==> src/sv/stereo_disparity_range_assert.svh <==
// assertion macros shared by the disparity range modules
// depends on nothing; included inside module bodies
`ifndef STEREO_DISPARITY_RANGE_ASSERT_SVH
`define STEREO_DISPARITY_RANGE_ASSERT_SVH

// implication checked on every rising clock edge outside reset
`define SDR_ASSERT_IMP(label, clk, rst, pre, post) \
   label: assert property (@(posedge clk) disable iff (rst) (pre) |-> (post)) \
      else $error("assertion failed");

// next-cycle implication checked outside reset
`define SDR_ASSERT_NEXT(label, clk, rst, pre, post) \
   label: assert property (@(posedge clk) disable iff (rst) (pre) |=> (post)) \
      else $error("assertion failed");

`endif

==> src/sv/sdr_pkg.sv <==
// shared types and constants for the stereo disparity range block
// no dependencies
`default_nettype none
package sdr_pkg;
   localparam int COORD_WIDTH_DEF = 16;
   localparam int DISP_FRAC_DEF   = 8;
   localparam int CSR_IDX_W       = 3;

   typedef enum logic [CSR_IDX_W-1:0] {
      REG_LEFT_NUM  = 3'd0,
      REG_LEFT_DEN  = 3'd1,
      REG_LEFT_OFS  = 3'd2,
      REG_RIGHT_NUM = 3'd3,
      REG_RIGHT_DEN = 3'd4,
      REG_RIGHT_OFS = 3'd5
   } reg_idx_type;

   localparam logic [63:0] NUM_RESET = 64'd4503599627370496;
   localparam logic [63:0] DEN_RESET = 64'd0;
   localparam logic [63:0] OFS_RESET = 64'd268435456;

   // one classified match handed from front to back
   typedef struct packed {
      logic        ok;
      logic signed [31:0] disp;
      logic        last;
   } match_type;
endpackage
`default_nettype wire

==> src/sv/sdr_front.sv <==
// front: maps both x coordinates through their homographies and forms the disparity
// uses sdr_pkg; one shared multiplier and one restoring divider step per cycle
`default_nettype none
module sdr_front #(
   parameter int COORD_WIDTH = sdr_pkg::COORD_WIDTH_DEF,
   parameter int DISP_FRAC   = sdr_pkg::DISP_FRAC_DEF
) (
   input  wire logic                   clock,
   input  wire logic                   reset,
   input  wire logic                   in_valid,
   output logic                        in_ready,
   input  wire logic [COORD_WIDTH-1:0] left_x,
   input  wire logic [COORD_WIDTH-1:0] left_y,
   input  wire logic [COORD_WIDTH-1:0] right_x,
   input  wire logic [COORD_WIDTH-1:0] right_y,
   input  wire logic                   last_in,
   input  wire logic [63:0]            regs [6],
   output logic                        out_valid,
   input  wire logic                   out_ready,
   output sdr_pkg::match_type          out_item
);
   import sdr_pkg::*;
   `include "stereo_disparity_range_assert.svh"

   localparam logic [63:0] CAP = 64'd1 << 40;
   localparam int FB = 8 + DISP_FRAC;
   localparam int STEP_W = 7;

   typedef enum logic [6:0] {
      S_IDLE = 7'b0000001,
      S_MUL  = 7'b0000010,
      S_MAG  = 7'b0000100,
      S_DIV  = 7'b0001000,
      S_FRAC = 7'b0010000,
      S_SIDE = 7'b0100000,
      S_OUT  = 7'b1000000
   } fstate_type;

   fstate_type         state_ff, state_in;
   logic [COORD_WIDTH-1:0] lx_ff, ly_ff, rx_ff, ry_ff, lx_in, ly_in, rx_in, ry_in;
   logic               last_ff, last_in_r;
   logic               side_ff, side_in;       // 0 left, 1 right
   logic [1:0]         mstep_ff, mstep_in;
   logic [63:0]        num_ff, num_in, den_ff, den_in;
   logic [63:0]        rem_ff, rem_in, quo_ff, quo_in;
   logic [STEP_W-1:0]  cnt_ff, cnt_in;
   logic               neg_ff, neg_in, zero_ff, zero_in;
   logic signed [63:0] xl_ff, xl_in;
   logic               okl_ff, okl_in;
   logic               ov_ff, ov_in;
   match_type          item_ff, item_in;

   logic [63:0] nreg, dreg, oreg;
   logic [COORD_WIDTH-1:0] cx, cy;
   logic signed [31:0] ca;
   logic [COORD_WIDTH-1:0] cc;
   logic signed [63:0] prod;
   logic signed [64:0] dfull;
   logic signed [63:0] xr_s;

   always_comb begin
      nreg = side_ff ? regs[REG_RIGHT_NUM] : regs[REG_LEFT_NUM];
      dreg = side_ff ? regs[REG_RIGHT_DEN] : regs[REG_LEFT_DEN];
      oreg = side_ff ? regs[REG_RIGHT_OFS] : regs[REG_LEFT_OFS];
      cx = side_ff ? rx_ff : lx_ff;
      cy = side_ff ? ry_ff : ly_ff;
      case (mstep_ff)
         2'd0:    begin ca = nreg[63:32]; cc = cx; end
         2'd1:    begin ca = nreg[31:0];  cc = cy; end
         2'd2:    begin ca = dreg[63:32]; cc = cx; end
         default: begin ca = dreg[31:0];  cc = cy; end
      endcase
      prod = 64'(ca * $signed({1'b0, cc}));
      xr_s = neg_ff ? -$signed(quo_ff) : $signed(quo_ff);
      dfull = 65'(xl_ff) - 65'(xr_s);
   end

   always_comb begin
      state_in = state_ff;
      lx_in = lx_ff; ly_in = ly_ff; rx_in = rx_ff; ry_in = ry_ff;
      last_in_r = last_ff; side_in = side_ff; mstep_in = mstep_ff;
      num_in = num_ff; den_in = den_ff; rem_in = rem_ff; quo_in = quo_ff;
      cnt_in = cnt_ff; neg_in = neg_ff; zero_in = zero_ff;
      xl_in = xl_ff; okl_in = okl_ff; ov_in = ov_ff; item_in = item_ff;
      in_ready = 1'b0;
      unique case (state_ff)
         S_IDLE: begin
            in_ready = 1'b1;
            if (in_valid) begin
               lx_in = left_x; ly_in = left_y; rx_in = right_x; ry_in = right_y;
               last_in_r = last_in; side_in = 1'b0; mstep_in = 2'd0;
               state_in = S_MUL;
            end
         end
         S_MUL: begin
            unique case (mstep_ff)
               2'd0: num_in = prod + ({{32{oreg[63]}}, oreg[63:32]} << 4);
               2'd1: num_in = num_ff + prod;
               2'd2: den_in = prod + ({{32{oreg[31]}}, oreg[31:0]} << 4);
               default: den_in = den_ff + prod;
            endcase
            mstep_in = mstep_ff + 2'd1;
            if (mstep_ff == 2'd3) state_in = S_MAG;
         end
         S_MAG: begin
            neg_in = num_ff[63] ^ den_ff[63];
            num_in = num_ff[63] ? -num_ff : num_ff;
            den_in = den_ff[63] ? -den_ff : den_ff;
            zero_in = (den_ff == 64'd0);
            rem_in = 64'd0; quo_in = 64'd0; ov_in = 1'b0;
            cnt_in = STEP_W'(64);
            state_in = (den_ff == 64'd0) ? S_SIDE : S_DIV;
         end
         S_DIV: begin
            // one restoring step per cycle over the 64 numerator bits
            rem_in = {rem_ff[62:0], num_ff[63]};
            num_in = {num_ff[62:0], 1'b0};
            if ({1'b0, rem_ff[62:0], num_ff[63]} >= {1'b0, den_ff} || rem_ff[63]) begin
               rem_in = {rem_ff[62:0], num_ff[63]} - den_ff;
               quo_in = {quo_ff[62:0], 1'b1};
            end else quo_in = {quo_ff[62:0], 1'b0};
            if (quo_ff[62:41] != 22'd0 || quo_ff[63]) ov_in = 1'b1;
            cnt_in = cnt_ff - STEP_W'(1);
            if (cnt_ff == STEP_W'(1)) begin
               cnt_in = STEP_W'(FB);
               state_in = S_FRAC;
            end
         end
         S_FRAC: begin
            if (ov_ff || quo_ff >= CAP) begin
               quo_in = CAP;
               state_in = S_SIDE;
            end else if (cnt_ff == STEP_W'(0)) begin
               state_in = S_SIDE;
            end else begin
               if (rem_ff >= den_ff - rem_ff) begin
                  rem_in = rem_ff - (den_ff - rem_ff);
                  quo_in = {quo_ff[62:0], 1'b1};
               end else begin
                  rem_in = {rem_ff[62:0], 1'b0};
                  quo_in = {quo_ff[62:0], 1'b0};
               end
               cnt_in = cnt_ff - STEP_W'(1);
            end
         end
         S_SIDE: begin
            if (!side_ff) begin
               xl_in = xr_s; okl_in = !zero_ff;
               side_in = 1'b1; mstep_in = 2'd0;
               state_in = S_MUL;
            end else begin
               item_in.ok = okl_ff && !zero_ff;
               item_in.last = last_ff;
               if (dfull > 65'sh7FFFFFFF) item_in.disp = 32'sh7FFFFFFF;
               else if (dfull < -65'sh80000000) item_in.disp = -32'sh80000000;
               else item_in.disp = dfull[31:0];
               state_in = S_OUT;
            end
         end
         S_OUT: if (out_ready) state_in = S_IDLE;
         default: state_in = S_IDLE;
      endcase
   end

   always_ff @(posedge clock) begin
      if (reset) state_ff <= S_IDLE;
      else state_ff <= state_in;
      lx_ff <= lx_in; ly_ff <= ly_in; rx_ff <= rx_in; ry_ff <= ry_in;
      last_ff <= last_in_r; side_ff <= side_in; mstep_ff <= mstep_in;
      num_ff <= num_in; den_ff <= den_in; rem_ff <= rem_in; quo_ff <= quo_in;
      cnt_ff <= cnt_in; neg_ff <= neg_in; zero_ff <= zero_in;
      xl_ff <= xl_in; okl_ff <= okl_in; ov_ff <= ov_in; item_ff <= item_in;
   end

   assign out_valid = (state_ff == S_OUT);
   assign out_item  = item_ff;

   `SDR_ASSERT_IMP(a_onehot, clock, reset, 1'b1, $onehot(state_ff))
   `SDR_ASSERT_NEXT(a_out_hold, clock, reset, out_valid && !out_ready, out_valid)
   `SDR_ASSERT_IMP(a_cap, clock, reset, state_ff == S_SIDE, quo_ff <= CAP || zero_ff)
endmodule
`default_nettype wire

==> src/sv/sdr_back.sv <==
// back: running min and max of the disparity and the bounds result register
// uses sdr_pkg
`default_nettype none
module sdr_back #(
   parameter int DISP_FRAC = sdr_pkg::DISP_FRAC_DEF
) (
   input  wire logic               clock,
   input  wire logic               reset,
   input  wire logic               in_valid,
   output logic                    in_ready,
   input  wire sdr_pkg::match_type in_item,
   output logic                    out_valid,
   input  wire logic               out_ready,
   output logic [33:0]             out_data
);
   import sdr_pkg::*;
   `include "stereo_disparity_range_assert.svh"

   logic signed [31:0] min_ff, min_in, max_ff, max_in;
   logic any_ff, any_in, deg_ff, deg_in;
   logic ov_ff, ov_in;
   logic [33:0] data_ff, data_in;
   logic signed [31:0] nmin, nmax;
   logic signed [32:0] tmin, tmax, bmin, bmax;
   logic take;

   function automatic logic [15:0] sat16(input logic signed [32:0] v);
      if (v > 33'sd32767) return 16'h7FFF;
      else if (v < -33'sd32768) return 16'h8000;
      else return v[15:0];
   endfunction

   assign in_ready = !ov_ff || out_ready;
   assign take = in_valid && in_ready;

   always_comb begin
      nmin = min_ff; nmax = max_ff;
      if (in_item.ok) begin
         if (in_item.disp < min_ff) nmin = in_item.disp;
         if (in_item.disp > max_ff) nmax = in_item.disp;
      end
      // truncate toward zero
      tmin = nmin[31] ? -((-33'(nmin)) >>> DISP_FRAC) : (33'(nmin) >>> DISP_FRAC);
      tmax = nmax[31] ? -((-33'(nmax)) >>> DISP_FRAC) : (33'(nmax) >>> DISP_FRAC);
      bmin = nmin[31] ? tmin - 33'sd1 : tmin;
      bmax = nmax[31] ? tmax : tmax + 33'sd1;
      min_in = min_ff; max_in = max_ff; any_in = any_ff; deg_in = deg_ff;
      data_in = data_ff;
      ov_in = ov_ff && !out_ready;
      if (take) begin
         min_in = nmin; max_in = nmax;
         any_in = any_ff || in_item.ok;
         deg_in = deg_ff || !in_item.ok;
         if (in_item.last) begin
            if (any_in) data_in = {1'b0, deg_in, sat16(bmax), sat16(bmin)};
            else data_in = {1'b1, deg_in, 32'd0};
            min_in = 32'sh7FFFFFFF; max_in = -32'sh80000000;
            any_in = 1'b0; deg_in = 1'b0;
            ov_in = 1'b1;
         end
      end
   end

   always_ff @(posedge clock) begin
      if (reset) begin
         min_ff <= 32'sh7FFFFFFF; max_ff <= -32'sh80000000;
         any_ff <= 1'b0; deg_ff <= 1'b0; ov_ff <= 1'b0;
      end else begin
         min_ff <= min_in; max_ff <= max_in;
         any_ff <= any_in; deg_ff <= deg_in; ov_ff <= ov_in;
      end
      data_ff <= data_in;
   end

   assign out_valid = ov_ff;
   assign out_data  = data_ff;

   `SDR_ASSERT_NEXT(a_rsp_hold, clock, reset, out_valid && !out_ready, out_valid)
   `SDR_ASSERT_IMP(a_empty_set, clock, reset, !any_ff, min_ff == 32'sh7FFFFFFF)
   `SDR_ASSERT_NEXT(a_clear, clock, reset, take && in_item.last, !any_ff && !deg_ff)
endmodule
`default_nettype wire

==> src/sv/stereo_disparity_range.sv <==
// top level of the stereo disparity range block: registers, front, back
// uses sdr_pkg, sdr_front, sdr_back
//  channel | dir | tdata / payload
//  req     | in  | left_x, left_y, right_x, right_y; tlast last_match
//  rsp     | out | min_disparity, max_disparity, degenerate_seen, no_valid_match
//  csr     | in  | 3-bit register index, 64-bit value
// an item passes both sides through the one restoring divider that they share, and
// the front holds one item at a time, taking the next only after handing its result on;
// a zero denominator or a saturated quotient shortens that side's division
// the back stalls the front only while a finished result waits for the receiver
// reset is synchronous and restores the csr registers, the control state and the accumulators
`default_nettype none
module stereo_disparity_range #(
   parameter int COORD_WIDTH    = sdr_pkg::COORD_WIDTH_DEF,
   parameter int DISP_FRAC_BITS = sdr_pkg::DISP_FRAC_DEF
) (
   input  wire logic                       clock,
   input  wire logic                       reset,
   input  wire logic                       req_tvalid,
   output logic                            req_tready,
   // left_x, left_y, right_x, right_y from bit 0 up
   input  wire logic [4*COORD_WIDTH-1:0]   req_tdata,
   input  wire logic                       req_tlast,
   output logic                            rsp_tvalid,
   input  wire logic                       rsp_tready,
   // min_disparity, max_disparity, degenerate_seen, no_valid_match, padding
   output logic [39:0]                     rsp_tdata,
   input  wire logic                       csr_valid,
   output logic                            csr_ready,
   input  wire logic [sdr_pkg::CSR_IDX_W-1:0] csr_index,
   input  wire logic [63:0]                csr_data
);
   import sdr_pkg::*;

   logic [63:0] regs_ff [6];
   match_type   f_item;
   logic        f_valid, f_ready;
   logic [33:0] b_data;

   assign csr_ready = 1'b1;
   always_ff @(posedge clock) begin
      if (reset) begin
         regs_ff[0] <= NUM_RESET; regs_ff[1] <= DEN_RESET; regs_ff[2] <= OFS_RESET;
         regs_ff[3] <= NUM_RESET; regs_ff[4] <= DEN_RESET; regs_ff[5] <= OFS_RESET;
      end else if (csr_valid) begin
         unique case (csr_index)
            REG_LEFT_NUM:  regs_ff[0] <= csr_data;
            REG_LEFT_DEN:  regs_ff[1] <= csr_data;
            REG_LEFT_OFS:  regs_ff[2] <= csr_data;
            REG_RIGHT_NUM: regs_ff[3] <= csr_data;
            REG_RIGHT_DEN: regs_ff[4] <= csr_data;
            REG_RIGHT_OFS: regs_ff[5] <= csr_data;
            default: ;
         endcase
      end
   end

   sdr_front #(.COORD_WIDTH(COORD_WIDTH), .DISP_FRAC(DISP_FRAC_BITS)) u_front (
      .clock, .reset,
      .in_valid (req_tvalid), .in_ready (req_tready),
      .left_x   (req_tdata[COORD_WIDTH-1:0]),
      .left_y   (req_tdata[2*COORD_WIDTH-1:COORD_WIDTH]),
      .right_x  (req_tdata[3*COORD_WIDTH-1:2*COORD_WIDTH]),
      .right_y  (req_tdata[4*COORD_WIDTH-1:3*COORD_WIDTH]),
      .last_in  (req_tlast),
      .regs     (regs_ff),
      .out_valid(f_valid), .out_ready(f_ready), .out_item(f_item)
   );

   sdr_back #(.DISP_FRAC(DISP_FRAC_BITS)) u_back (
      .clock, .reset,
      .in_valid(f_valid), .in_ready(f_ready), .in_item(f_item),
      .out_valid(rsp_tvalid), .out_ready(rsp_tready), .out_data(b_data)
   );

   assign rsp_tdata = {6'd0, b_data};
endmodule
`default_nettype wire

==> config.mk <==
export PLATFORM = sky130hd
export DESIGN_NAME = stereo_disparity_range
export DESIGN_NICKNAME = d
export VERILOG_FILES = /design/src/sv/sdr_pkg.sv /design/src/sv/sdr_front.sv /design/src/sv/sdr_back.sv /design/src/sv/stereo_disparity_range.sv
export VERILOG_INCLUDE_DIRS = /design/src /design/src/sv
export SDC_FILE = /design/constraint.sdc
export NUM_CORES = 2
export LEC_CHECK = 0
export ABC_AREA = 1
export BUFFER_PORTS_ARGS = -buffer_cell sky130_fd_sc_hd__buf_4
export CAP_MARGIN = 10
export CORE_ASPECT_RATIO = 0.6
export CORE_MARGIN = 2
export CORE_UTILIZATION = 54
export CTS_CLUSTER_DIAMETER = 80
export DETAILED_ROUTE_END_ITERATION = 12
export GPL_ROUTABILITY_DRIVEN = 0
export PLACE_DENSITY = 0.7
export SETUP_SLACK_MARGIN = 0.1
export SLEW_MARGIN = 20
export SYNTH_ARGS = -nofsm -noshare
export SYNTH_HDL_FRONTEND = slang
export SYNTH_SLANG_ARGS = --single-unit
==> constraint.sdc <==
create_clock -name clock -period 12.4 [get_ports clock]
set_clock_uncertainty 0.1 [all_clocks]
set_input_delay 2.48 -clock clock [delete_from_list [all_inputs] [get_ports clock]]
set_output_delay 2.48 -clock clock [all_outputs]
set_load 0.01 [all_outputs]
==> results_dict.tcl <==
set metrics [dict create \
    final-hold-violation-count 0 \
    avgSynthCellArea_sq_um 6.95 \
    yosysUniqueCellTypes 80 \
    r2r-start "u_front.mstep_ff[0]$_SDFFCE_PN0P_" \
    cpMaxStageDelayCell "xnor2_2" \
    timing.slew.headroom_pct 21.9 \
    layout_min_cycle_time_ns 11.89 \
    grt_pass1_wl_um 503000 \
    top_cell_by_count_worst_path "inv_1" \
    route.detailed.drc 0 \
    dr_wl_met3_um 55900 \
    grt_use_total_pct 35.9 \
    main_flop_type_after_synthesis "edfxtp_1" \
    critical_path.endpoint_type "flop" \
    synthDominantCellAreaShare_pct 14.9 \
    route.antenna.remaining_nets 0 \
    drt-wirelength-per-cell_um 20.7 \
    initialDrtViolationCount 14300 \
    hpwl_um 257000 \
    grt_setup_unrepaired "no" \
    largest_stage_delay_worst_path_ns 0.63 \
    crit_arrival_ns 12.28 \
    post_synthesis_cell_area_sq_mm 0.0940 \
    core_area_sq_mm 0.173 \
    highest_layer "met5" \
    finalCritPeriodShare_pct 95.9 \
    die-height_um 327 \
    cts_inserted_buffers 98 \
    crit_path_start_kind "flop" \
    cts-hold-fix-buffers 0 \
    run_status "finished clean" \
    synth-edff-count 467 \
    vias_per_cell 6.00 \
    io_pins 180 \
    synth.ff_latch_count 925 \
    path_max_fanout 36 \
    via_count_of_the_first_global_routing_pass 86500 \
    pin_slew_with_the_least_headroom_to_its_limit_ns 1.17 \
    cts_max_level 3 \
    die_area_sq_mm 0.178 \
    clock-root-buffer "clkbuf_16" \
    fillCellCount 16000 \
    wl_met1_um 143000 \
    wl_um 329000 \
    clk_transition_reported_paths_ns 0.07 \
    die_width_um 543 \
    layout-drive-gt1-share_pct 6.13 \
    port_buffers 172 \
    critical_path.reg2reg.endpoint "u_front.num_ff[56]$_DFFE_PP_" \
    rrSetupSlack_ns 0.51 \
    synthesis.instances 13500 \
    finalSetupViolCount 0 \
    met2_routed_wirelength_um 123000 \
    yosysTopAreaCell "edfxtp_1" \
    synthMostInstantiatedCell "nand2_1" \
    std_cell_rows 118 \
    worst_r2r_path_depth 47 \
    clock_sink_count 925 \
    setup.worst_path.class "flop to flop" \
    global_route.overflow_total 0 \
    timing.critical_path.required_ns 12.79 \
    layout.nets 14800 \
    hp-class "flop to flop" \
    ys_seq_area_share_pct 24.7 \
    worstSetupStartpoint "u_front.mstep_ff[0]$_SDFFCE_PN0P_" \
    fin_worst_hold_slack_ns 0.320 \
    tritoncts "built" \
    commonest_cells_in_the_synthesized_netlist "nand2_1, nor2_1, inv_1" \
    layout-area-overhead-vs-synth_pct 7.98 \
    firstDrtPassIters 7 \
    num_vias 95300 \
    yosysWarningCount 0 \
    grt_antenna_before_repair 11 \
    finalSetupTns_ns 0 \
    yosys-top-cells-area "edfxtp_1, nand2_1, fa_1, dfxtp_1, ha_1" \
    clockBufferDepth 3 \
    final-max-slew-violation-count 0 \
    grt_start_max_net_pins 151 \
    async_flop_share_pct 0 \
    max_clock_freq_mhz 84.1 \
    crit_end "u_front.num_ff[56]$_DFFE_PP_" \
    effective_utilization_at_floorplan_pct 54.4 \
    worst_skew_pair.late_latency_ns 0.79 \
    maxCapViolations 0 \
]
==> metal layers <==
metal  up-vias  global-route usage [%]
li1      44300                       -
met1     44300                    54.9
met2      6173                    46.8
met3       527                    13.9
met4        10                    6.86
met5         -                       0
==> layout make-up <==
class	instances	area, sq um	area share [%]
antenna	3	7.51	0.00740
multi-input combinational	10200	62100	61.2
timing repair buffer	329	2550	2.52
inverter	1944	7310	7.20
sequential	925	23200	22.9
clock buffer	143	2840	2.80
clock inverter	43	596	0.587
tap	2280	2850	2.81
==> how the worst min path moves through the flow <==
stage	to	cells past startpoint	slack, ns	start
after CTS	u_front.out_item[0]$_DFFE_PP_	0	0.32	u_front.last_ff$_DFFE_PP_
final	u_front.out_item[0]$_DFFE_PP_	0	0.32	u_front.last_ff$_DFFE_PP_
after global placement	u_front.out_item[0]$_DFFE_PP_	0	0.31	u_front.last_ff$_DFFE_PP_
after global routing	u_front.out_item[0]$_DFFE_PP_	0	0.33	u_front.last_ff$_DFFE_PP_
after detailed placement	u_front.out_item[0]$_DFFE_PP_	0	0.31	u_front.last_ff$_DFFE_PP_
after floorplan	u_front.out_item[0]$_DFFE_PP_	0	0.30	u_front.last_ff$_DFFE_PP_
==> through the flow <==
| step | cells | cell area, sq um | util [%] | setup WS, ns |
|---|---|---|---|---|
| final | 15900 | 101000 | 58.7 | 0.511 |
| after global routing | 15900 | 101000 | 58.7 | 0.111 |
| after CTS | 15900 | 101000 | 58.6 | 0.348 |
| after detailed placement | 15700 | 97800 | 56.6 | 0.415 |
| after global placement | 15700 | 97700 | 56.6 | 0.773 |
| after floorplan | 13500 | 94000 | - | 1.49 |
==> flip-flops by register name, summed over array words and instances (netlist names), 32 cells and up <==
name              count
u_front.rem_ff       64
u_back.max_ff        32
u_back.out_data      34
u_front.out_item     34
u_front.num_ff       64
u_back.min_ff        32
u_front.den_ff       64
u_front.xl_ff        64
regs_ff             384
u_front.quo_ff       64
==> critical path, delay by kind of cell (launching register included) <==
family	cells	cell delay (ns)
flops	1	0.46
fa+ha+maj	9	3.70
xor+xnor	2	0.74
compound gates	16	3.70
buf+inv	12	2.01
simple gates	8	0.84
==> cell families after synthesis <==
family,after synthesis,share of synthesized area (%)
AOI/OAI and AO/OA,2786,16.5
muxes,2,0.0240
and+or+nand+nor,5849,25.8
adders and majority gates,1160,19.4
DFF,925,24.7
xor gates and xnor gates,419,3.90
other,2,0.00799
buffers and inverters,2378,9.68
==> repair_timing <==
action,in CTS,in global routing
resized for setup,0,21
hold endpoints to repair,0,0
endpoints found under the setup margin,0,50
setup buffers,0,9
==> cells in the final DEF, fill, tap and decap left out, types with 144 or more instances in the layout <==
cell	netlist	layout
nand2_1	2793	2789
nor2_1	1948	1932
inv_1	1900	1898
o21ai_0	1141	1137
a21oi_1	1011	1009
ha_1	663	660
nand3_1	505	504
fa_1	497	497
edfxtp_1	467	467
dfxtp_1	458	458
buf_4	13	321
xor2_1	247	238
xnor2_1	172	166
a31oi_1	144	144
nand4_1	144	144
Power is left out: the tool's default activity adds up to more than one toggle a clock period on the data nets, which glitch-free logic cannot reach.
